### config.mk
export PLATFORM = sky130hd
export DESIGN_NAME = sri_div
export DESIGN_NICKNAME = d
export VERILOG_FILES = /design/src/rtl/core/sri_pkg.sv /design/src/rtl/core/sri_div.sv
export SDC_FILE = /design/constraint.sdc
export NUM_CORES = 1
export LEC_CHECK = 0
export BUFFER_PORTS_ARGS = -buffer_cell sky130_fd_sc_hd__buf_2
export CORE_ASPECT_RATIO = 1.4
export CORE_MARGIN = 3
export CORE_UTILIZATION = 58
export CTS_CLUSTER_SIZE = 24
export DETAILED_ROUTE_END_ITERATION = 10
export HOLD_SLACK_MARGIN = 0.08
export MAX_ROUTING_LAYER = met4
export PLACE_DENSITY = 0.83
export SYNTH_ARGS = -nofsm -noshare
export SYNTH_HDL_FRONTEND = slang
export SYNTH_SLANG_ARGS = --single-unit
### constraint.sdc
create_clock -name clk -period 4.5 [get_ports clk]
set_input_delay 0.675 -clock clk [delete_from_list [all_inputs] [get_ports clk]]
set_output_delay 0.675 -clock clk [all_outputs]
set_load 0.02 [all_outputs]
### src/rtl/core/sri_pkg.sv
package sri_pkg;

  localparam int unsigned MaxPoints = 4096;
  localparam int unsigned DataW = 32;

  localparam logic OpLoad  = 1'b0;
  localparam logic OpQuery = 1'b1;

  typedef enum logic [11:0] {
    StIdle   = 12'b000000000001,
    StEnds   = 12'b000000000010,
    StEndsW  = 12'b000000000100,
    StCheck  = 12'b000000001000,
    StSearch = 12'b000000010000,
    StSrchW  = 12'b000000100000,
    StPair   = 12'b000001000000,
    StPairW  = 12'b000010000000,
    StDiv1   = 12'b000100000000,
    StDiv2   = 12'b001000000000,
    StDiv2W  = 12'b010000000000,
    StOut    = 12'b100000000000
  } state_t;

  typedef struct packed {
    logic start;
    logic busy;
  } div_ctl_t;

endpackage

### src/rtl/core/sri_div.sv
module sri_div #(
  parameter int unsigned W = 64
) (
  input  logic         clk,
  input  logic         rst,
  input  logic         start,
  input  logic [W-1:0] dividend,
  input  logic [W-1:0] divisor,
  output logic [W-1:0] quotient,
  output sri_pkg::div_ctl_t ctl
);

  localparam int unsigned CntW = $clog2(W + 1);

  logic [W-1:0] rem;
  logic [W-1:0] quo;
  logic [W-1:0] dvs;
  logic [CntW-1:0] cnt;
  logic [W:0] trial;
  logic [W:0] shifted;

  assign shifted = {rem, quo[W-1]};
  assign trial = shifted - {1'b0, dvs};

  always_ff @(posedge clk) begin
    if (rst) begin
      cnt <= '0;
    end else if (start) begin
      cnt <= CntW'(W);
    end else if (cnt != '0) begin
      cnt <= cnt - 1'b1;
    end
    if (start) begin
      rem <= '0;
      quo <= dividend;
      dvs <= divisor;
    end else if (cnt != '0) begin
      if (!trial[W]) begin
        rem <= trial[W-1:0];
        quo <= {quo[W-2:0], 1'b1};
      end else begin
        rem <= shifted[W-1:0];
        quo <= {quo[W-2:0], 1'b0};
      end
    end
  end

  assign quotient = quo;
  assign ctl.start = start;
  assign ctl.busy = (cnt != '0);

endmodule

=== Yosys cells after proc, flatten, opt, wreduce, memory -nomap -nowiden ===
Index checks and enable logic that the tools add are counted.

* Reduce and logical (&&, ||, !) cells: 3
* Multiplexer cells: 6
* $add $sub $neg: 2

{| class="wikitable"
|+ Operators by type and width
! kind !! number
|-
| 64-bit 2-to-1 mux || 3
|-
| 65-bit by 64-bit subtractor with 65-bit output || 1
|-
| 7-bit 2-to-1 mux || 2
|-
| 7-bit nonzero test || 1
|-
| 7-bit by 1-bit subtractor with 7-bit output, second input constant || 1
|-
| 2-bit nonzero test || 1
|-
| 2-bit OR reduction || 1
|-
| 1-bit 2-to-1 mux || 1
|}

* Register bits after elaboration: 199
* Output and inout port bits: 66

=== Logic depth before layout (Yosys ltp) ===
Gate-level depths: netlist of run 1.

* Depth after elaboration: 4
* Mapped depth: 15
* Depth with buffers taken out: 13

=== Least setup slack after synthesis of run 1 ===
OpenSTA, ideal clock, no wires.

* Path kind: register -> register
* Start point: register quo[63] (netlist: quotient[63])
* End point: register rem[1]
* Setup slack: 1.036 ns
* Path buffers: 2
* Cell stages (with the launch flop): 16
* Data arrival time: 3.331 ns
* Data required time: 4.368 ns
* Setup time: 0.132 ns
* Cells stage by stage: edfxtp_1 > inv_1 > ha_1 > fa_1 > nand2b_1 > a21oi_2 > o211ai_1 > a2111oi_4 > nor3_4 > or3_4 > a21oi_2 > nor2_1 > buf_2 > buf_2 > o211ai_1 > a21oi_1

* Cells in the longest elaborated chain, start to end: 2

{| class="wikitable"
|+ Ends and longest elaborated chain
! item !! line !! text
|-
| from (decl) || sri_div.sv:16 || <nowiki>logic [W-1:0] quo;</nowiki>
|-
| from (signal assigned) || sri_div.sv:35 || <nowiki>quo <= dividend;</nowiki>
|-
| from (signal assigned) || sri_div.sv:40 || <nowiki>quo <= {quo[W-2:0], 1'b1};</nowiki>
|-
| from (signal assigned) || sri_div.sv:43 || <nowiki>quo <= {quo[W-2:0], 1'b0};</nowiki>
|-
| 65-bit by 64-bit subtractor with 65-bit output || sri_div.sv:23 || <nowiki>assign trial = shifted - {1'b0, dvs};</nowiki>
|-
| 64-bit 2-to-1 mux || sri_div.sv:38 || <nowiki>if (!trial[W]) begin</nowiki>
|-
| to (signal assigned) || sri_div.sv:39 || <nowiki>rem <= trial[W-1:0];</nowiki>
|-
| to (signal assigned) || sri_div.sv:42 || <nowiki>rem <= shifted[W-1:0];</nowiki>
|-
| to (decl) || sri_div.sv:15 || <nowiki>logic [W-1:0] rem;</nowiki>
|}

Every way passes these cells.
A chain may end at the register's enable or synchronous reset.

=== Worst setup path after layout of run 1 ===
* Start point: register quo[63] (netlist: quotient[63])
* End point: register rem[51]

The elaborated chain is that of the path after synthesis.

==> results.rst, run 1 <==
.. list-table::
   :header-rows: 1

   * - Metric
     - Value
   * - Result of the run
     - finished clean
   * - Total Die Area
     - 22500 µm²
   * - Routed length per placed instance
     - 18.0 µm
   * - Hold Path Class
     - input pin to register
   * - Core area
     - 20100 µm²
   * - Post_cts resized
     - 0
   * - Crit path capture type
     - register
   * - Final Max Tran Viols
     - 0
   * - Starting utilization of the core area
     - 0.597
   * - Post-synth top flop
     - edfxtp_1
   * - Overall Global Routing Usage
     - 0.277
   * - Peak supply drop
     - 0.346 mV
   * - # Post-CTS Setup Buffers
     - 0
   * - Clk_lat worst skew
     - 440 ps
   * - DRC viols
     - 0
   * - Relative slew margins
     - 0.443
   * - Switching fraction of total power
     - 0.436
   * - End point of the most critical hold path
     - dvs[51]$_DFFE_PP_
   * - Area of the mapped netlist
     - 12000 µm²
   * - Slew at the pin closest to its max-slew limit
     - 836 ps
   * - Clock tree from TritonCTS
     - yes
   * - Fill count
     - 1610
   * - Area growth syn-to-layout
     - 14.2%
   * - Net switching power figure
     - 3.71 mW
   * - Share of the yosys chip area belonging to registers
     - 0.439
   * - P per Cell Area
     - 623 nW/µm²
   * - Final period util
     - 0.859
   * - Grt total ovfl
     - 0
   * - Worst Path Class, Setup
     - register to register
   * - Fmax
     - 259 MHz
   * - Post-cts hold buffer count
     - 0
   * - Diode insertion count for antenna repair
     - 0
   * - Worst R2R Start
     - quotient[63]$_DFFE_PP_
   * - Die Ht
     - 176 µm
   * - Std cell rows
     - 61
   * - Hold violation count in the final report
     - 0
   * - Number of maximum-capacitance violations
     - 0
   * - Hold path startpoint
     - divisor[51]
   * - Most frequent cells in the layout
     - 195 x buf_2, 159 x nand2_1, 128 x edfxtp_1
   * - Leading cell type in the layout, fill and taps excluded
     - buf_2
   * - Critical path fanouts, max
     - 37
   * - Leading cell types by total area after synthesis
     - edfxtp_1 32%, dfxtp_1 12%, ha_1 6.8%
   * - Proportion of synthesized flip-flops having asynchronous set or reset
     - 0
   * - Synth Area per Inst
     - 9.51 µm²
   * - Vias in the first global route
     - 10100
   * - Worst endpoint data arrival time
     - 4200 ps
   * - Floorplan die width
     - 127 µm
   * - I/O pins
     - 197
   * - Required time of the worst setup path
     - 4840 ps
   * - Final design area excluding fillers
     - 13700 µm²
   * - Startpoint type of the worst setup path
     - register
   * - Relative contribution of combinational cells to total power
     - 0.486
   * - Post-Synthesis Cells
     - 1260
   * - #FFs+latches synth
     - 199
   * - Drt pass-1 iters
     - 5
   * - Cell count of the worst hold path
     - 1
   * - Count of antenna-violating nets left after detailed routing
     - 0
   * - Vias post-DR
     - 10000
   * - Number of buffers added by the clock tree synthesis step
     - 17
   * - Clock Skews
     - 10.9 ps
   * - Min Tclk post-route
     - 3860 ps
   * - Routed wire length
     - 30.3 mm
   * - EDFF count, synth
     - 128
   * - Maximum root-to-sink buffer count
     - 2
   * - Clock slew at the register clock pins of the worst setup and hold paths
     - 80 ps
   * - 1st-iter DRT viols
     - 801
   * - First-pass GRT wire length
     - 48.7 mm
   * - Register share of total power
     - 0.330
   * - Placed Instance Area
     - 13100 µm²
   * - Vias per cell
     - 5.97
   * - Internal portion of total power
     - 4.81 mW
   * - Dpl hpwl
     - 22.6 mm
   * - Count of port buffers added during placement
     - 196
   * - Synth warnings
     - 0
   * - Synthesized Nets
     - 1457
   * - Placer Congestion
     - 0.935
   * - Accumulated negative setup slack
     - 0 ps
   * - Fraction of final layout cells with drive strength greater than 1
     - 0.230
   * - Static leakage
     - 5.96 nW
   * - Area leader, netlist
     - edfxtp_1
   * - Largest net degree at the start of global routing
     - 75
   * - Number of levels the H-tree was split into
     - 4
   * - Worst r2r path cells
     - 14
   * - Top-area cell type share of the netlist area
     - 0.321
   * - Reg2Reg Setup Slack
     - 640 ps
   * - Post-synthesis cell type count
     - 75
   * - Unrepaired setup endpoints after global routing
     - false
   * - Clock root buffer master
     - clkbuf_16
   * - Final nets
     - 1612
   * - Worst reg2reg endpoint
     - rem[51]$_SDFFE_PP0P_
   * - Share of power burned in the clock network
     - 0.184
   * - Antenna violations before repair
     - 0
   * - CTS sink cnt
     - 199
   * - Count of endpoints failing setup in the final report
     - 0
==> state kept, by name, summed over array words and instances, names as in the netlist <==
| name | count |
|---|---|
| rem | 64 |
| quotient | 64 |
| dvs | 64 |
| cnt | 7 |
==> layout make-up <==
class	instances	area (µm²)	area share
Clock buffer	17	425	0.0311
Clock inverter	15	190	0.0139
Inverter	91	343	0.0250
Multi-Input combinational cell	899	6080	0.444
Sequential cell	199	5270	0.385
Tap cell	252	315	0.0230
Timing Repair Buffer	207	1070	0.0781
==> power by group through the flow <==
stage	clock [mW]	combinational (mW)	sequential (mW)
detailed placement	0	4.10	2.84
global placement	0	4.03	2.83
global route	1.67	4.58	2.87
finish	1.57	4.15	2.81
floorplan	0	2.87	3.02
CTS	1.60	4.12	2.81
==> worst max-delay path by stage <==
stage / to / cells past startpoint / from / slack (ps)
floorplan: rem[1]$_SDFFE_PP0P_ / 15 / quotient[63]$_DFFE_PP_ / 1040
global placement: rem[60]$_SDFFE_PP0P_ / 13 / quotient[63]$_DFFE_PP_ / 780
detailed placement: rem[51]$_SDFFE_PP0P_ / 14 / quotient[63]$_DFFE_PP_ / 660
CTS: rem[51]$_SDFFE_PP0P_ / 14 / quotient[63]$_DFFE_PP_ / 620
global route: rem[51]$_SDFFE_PP0P_ / 14 / quotient[63]$_DFFE_PP_ / 290
finish: rem[51]$_SDFFE_PP0P_ / 14 / quotient[63]$_DFFE_PP_ / 640
==> stage by stage <==
| stage | hold WS [ps] | std cells | total power [mW] | setup WS, ps | util |
|---|---|---|---|---|---|
| 5_1_grt | 393 | 1680 | 9.12 | 291 | 0.682 |
| 3_5_place_dp | 478 | 1648 | 6.94 | 658 | 0.651 |
| 2_1_floorplan | 444 | 1260 | 5.88 | 1040 | - |
| 4_1_cts | 394 | 1680 | 8.53 | 623 | 0.682 |
| 6_report | 404 | 1680 | 8.53 | 637 | 0.682 |
| 3_3_place_gp | 455 | 1648 | 6.85 | 785 | 0.651 |
==> metal layers <==
layer | up-vias | track usage | share of wire | routed length, µm
li1 | 4894 | - | - | -
met1 | 4690 | 0.309 | 0.39 | 11900
met2 | 353 | 0.495 | 0.52 | 15800
met3 | 88 | 0.0433 | 0.053 | 1620
met4 | 0 | 0.109 | 0.033 | 1010
met5 | - | - | 0 | 0
==> synth_stat cells, drive strengths merged (5+ instances only) <==
library cell / count
nand2: 160
edfxtp: 128
nor2: 107
a21oi: 100
inv: 90
dfxtp: 71
ha: 65
mux2: 63
o21ai: 48
a311oi: 44
clkbuf: 38
xnor2: 38
a21o: 34
buf: 33
nand4: 24
o21bai: 20
a211oi: 19
xor2: 18
nor3: 17
nand3: 12
or3: 11
and3: 10
a31oi: 9
and2: 7
o211ai: 7
nand2b: 6
o21a: 6
o31ai: 6
a221oi: 5
nor4: 5
==> critical path: stages, from the launching register on <==
cell	delay, ps
edfxtp_1	360
inv_1	50
ha_1	220
fa_1	380
nand2b_1	200
a21oi_2	200
o211ai_1	170
a2111oi_4	480
nor3_4	80
nor3_2	320
o21ai_2	140
nand2_4	370
buf_4	380
a21oi_1	120
a211oi_1	270
==> cell families (layout without fill, tap and decap cells) <==
kind of cell | after synthesis | in the layout | synth area share
DFF | 199 | 199 | 0.439
buffers and inverters | 162 | 330 | 0.0541
AOI/OAI and AO/OA | 331 | 331 | 0.188
xor gates and xnor gates | 56 | 56 | 0.0409
muxes | 67 | 67 | 0.0625
adders and majority gates | 66 | 66 | 0.0695
and+or+nand+nor | 379 | 379 | 0.145
Power figures use the tool's default switching activity.
==> inputs of run 2 (changes only) <==
Settings changed: CORE_ASPECT_RATIO 1.4 to not set.
==> run 2 against run 1 <==
Compared with the run above: sequential power is essentially flat; worst setup slack gained 0.71 ps; non-clock buffer count decreased by 2; fmax barely moved; via count is 0.41% higher; largest cell class unchanged; clock-buffer cell count stayed put.
==> results.rst, run 2 (synthesis results as in run 1) <==
.. list-table::
   :header-rows: 1

   * - Metric
     - Value
   * - Hold Path Class
     - input pin to register
   * - Floorplan die width
     - 150 µm (+17%)
   * - Worst endpoint data arrival time
     - 4190 ps (about the same)
   * - Count of port buffers added during placement
     - 196 (unchanged)
   * - Worst Path Class, Setup
     - register to register
   * - Number of maximum-capacitance violations
     - 0 (unchanged)
   * - 1st-iter DRT viols
     - 803 (+0.25%)
   * - Fill count
     - 1532 (-4.8%)
   * - Vias post-DR
     - 10100 (+0.41%)
   * - End point of the most critical hold path
     - dvs[44]$_DFFE_PP_
   * - Slew at the pin closest to its max-slew limit
     - 945 ps (+109 ps)
   * - Worst R2R Start
     - quotient[63]$_DFFE_PP_
   * - Placed Instance Area
     - 13100 µm² (+0.11%)
   * - Reg2Reg Setup Slack
     - 640 ps (about the same)
   * - Clock root buffer master
     - clkbuf_16
   * - Clock Skews
     - 25.5 ps (+14.6 ps)
   * - Final nets
     - 1610 (-0.12%)
   * - Placer Congestion
     - 0.974 (+4.1%)
   * - P per Cell Area
     - 629 nW/µm² (+0.99%)
   * - Clock tree from TritonCTS
     - yes
   * - Starting utilization of the core area
     - 0.602 (+0.00492)
   * - Peak supply drop
     - 0.367 mV (+6.1%)
   * - Maximum root-to-sink buffer count
     - 2 (unchanged)
   * - Vias in the first global route
     - 9625 (-4.5%)
   * - Routed wire length
     - 29.5 mm (-2.8%)
   * - Accumulated negative setup slack
     - 0 ps (unchanged)
   * - Final period util
     - 0.858 (about the same)
   * - CTS sink cnt
     - 199 (unchanged)
   * - Std cell rows
     - 51 (-16%)
   * - Total Die Area
     - 22400 µm² (-0.10%)
   * - Startpoint type of the worst setup path
     - register
   * - Post-cts hold buffer count
     - 0 (unchanged)
   * - I/O pins
     - 197 (unchanged)
   * - Post_cts resized
     - 0 (unchanged)
   * - Number of buffers added by the clock tree synthesis step
     - 17 (unchanged)
   * - Fmax
     - 259 MHz (about the same)
   * - Post-route core utilization
     - 0.690 (+0.00794)
   * - First-pass GRT wire length
     - 47.5 mm (-2.6%)
   * - Dpl hpwl
     - 21.5 mm (-5.1%)
   * - Vias per cell
     - 5.95 (-0.24%)
   * - DRC viols
     - 0 (unchanged)
   * - Pre-CTS setup slack
     - 703 ps (+44.8 ps)
   * - Relative slew margins
     - 0.362 (-0.0810)
   * - Min Tclk post-route
     - 3860 ps (-0.713 ps)
   * - Hold path startpoint
     - divisor[44]
   * - Largest net degree at the start of global routing
     - 79 (+5.3%)
   * - Hold violation count in the final report
     - 0 (unchanged)
   * - Critical path fanouts, max
     - 19 (-49%)
   * - Count of antenna-violating nets left after detailed routing
     - 0 (unchanged)
   * - Leading cell type in the layout, fill and taps excluded
     - buf_2
   * - Drt pass-1 iters
     - 5 (unchanged)
   * - Die Ht
     - 150 µm (-15%)
   * - Multi-input gate area
     - 6080 µm² (unchanged)
   * - Worst reg2reg endpoint
     - rem[25]$_SDFFE_PP0P_
   * - Final design area excluding fillers
     - 13700 µm² (+0.34%)
   * - Grt total ovfl
     - 0 (unchanged)
   * - Crit path capture type
     - register
   * - Antenna violations before repair
     - 0 (unchanged)
   * - Worst r2r path cells
     - 14 (unchanged)
   * - Static leakage
     - 5.97 nW (+0.15%)
   * - Final Max Tran Viols
     - 0 (unchanged)
   * - Required time of the worst setup path
     - 4820 ps (-20 ps)
   * - # Post-CTS Setup Buffers
     - 0 (unchanged)
   * - Final worst setup slack
     - 637 ps (+0.713 ps)
   * - Routed length per placed instance
     - 17.4 µm (-3.4%)
   * - Clk_lat worst skew
     - 450 ps (about the same)
   * - Number of levels the H-tree was split into
     - 4 (unchanged)
   * - Fraction of final layout cells with drive strength greater than 1
     - 0.229 (-0.00108)
   * - Overall Global Routing Usage
     - 0.268 (-0.00942)
   * - Result of the run
     - finished clean
   * - Clock slew at the register clock pins of the worst setup and hold paths
     - 90 ps (about the same)
   * - Cell count of the worst hold path
     - 1 (unchanged)
   * - Area occupied by registers
     - 5270 µm² (unchanged)
   * - Core area
     - 19900 µm² (-0.82%)
   * - Area growth syn-to-layout
     - 14.6%
   * - Count of endpoints failing setup in the final report
     - 0 (unchanged)
   * - Unrepaired setup endpoints after global routing
     - false
   * - Diode insertion count for antenna repair
     - 0 (unchanged)
   * - Most frequent cells in the layout
     - 195 x buf_2, 159 x nand2_1, 128 x edfxtp_1
==> run 2: changes by cell type in the layout (fill, tap and decap cells not counted), sizes merged <==
cell / previous run / this run
inv: 99 / 101
buf: 207 / 205
bufinv: 0 / 1
clkinv: 7 / 4
==> run 2: through the flow <==
step	cells	hold slack (ps)	power (mW)
after floorplan	1260	444	5.88
after detailed placement	1659	484	6.91
after global placement	1659	455	6.82
after global routing	1691	383	9.21
final	1691	387	8.64
after CTS	1691	382	8.61
==> run 2: per-layer routing <==
metal	routed length, µm	track usage	vias up
met5	0	-	-
met3	1680	0.0427	51
met4	626	0.0709	0
met2	14100	0.426	348
li1	-	-	4888
met1	13100	0.362	4779
==> run 2: worst max-delay path: stages (launching register included) <==
cell and delay (ps):
edfxtp_1 370, inv_1 50, ha_1 210, fa_1 380
nand2b_1 200, a21oi_2 190, o211ai_1 160, a2111oi_4 470
nor3_4 80, nor3_2 300, nor3_1 180, nor2_4 380
buf_4 330, nand2_1 90, a311oi_1 350
==> run 2: where the power goes <==
group	internal (mW)	leakage (nW)	switching, mW
clock network	0.834	0.314	0.831
logic	1.56	3.78	2.63
registers	2.49	1.87	0.300
==> run 2: how the worst max path moves through the flow <==
stage	slack (ps)	depth (start not counted)	start	end
final	640	14	quotient[63]$_DFFE_PP_	rem[25]$_SDFFE_PP0P_
after global routing	440	14	quotient[63]$_DFFE_PP_	rem[25]$_SDFFE_PP0P_
after CTS	680	13	quotient[63]$_DFFE_PP_	rem[60]$_SDFFE_PP0P_
after detailed placement	700	13	quotient[63]$_DFFE_PP_	rem[60]$_SDFFE_PP0P_
after global placement	780	13	quotient[63]$_DFFE_PP_	rem[60]$_SDFFE_PP0P_
after floorplan	1040	15	quotient[63]$_DFFE_PP_	rem[1]$_SDFFE_PP0P_
==> run 2: final cells by class <==
class | count | area share
clock inverters | 15 | 0.0162
multi-input cells | 899 | 0.443
repair buffers | 205 | 0.0777
inverters | 91 | 0.0250
clock buffers | 17 | 0.0310
well taps | 265 | 0.0241
flip-flops and latches | 199 | 0.383
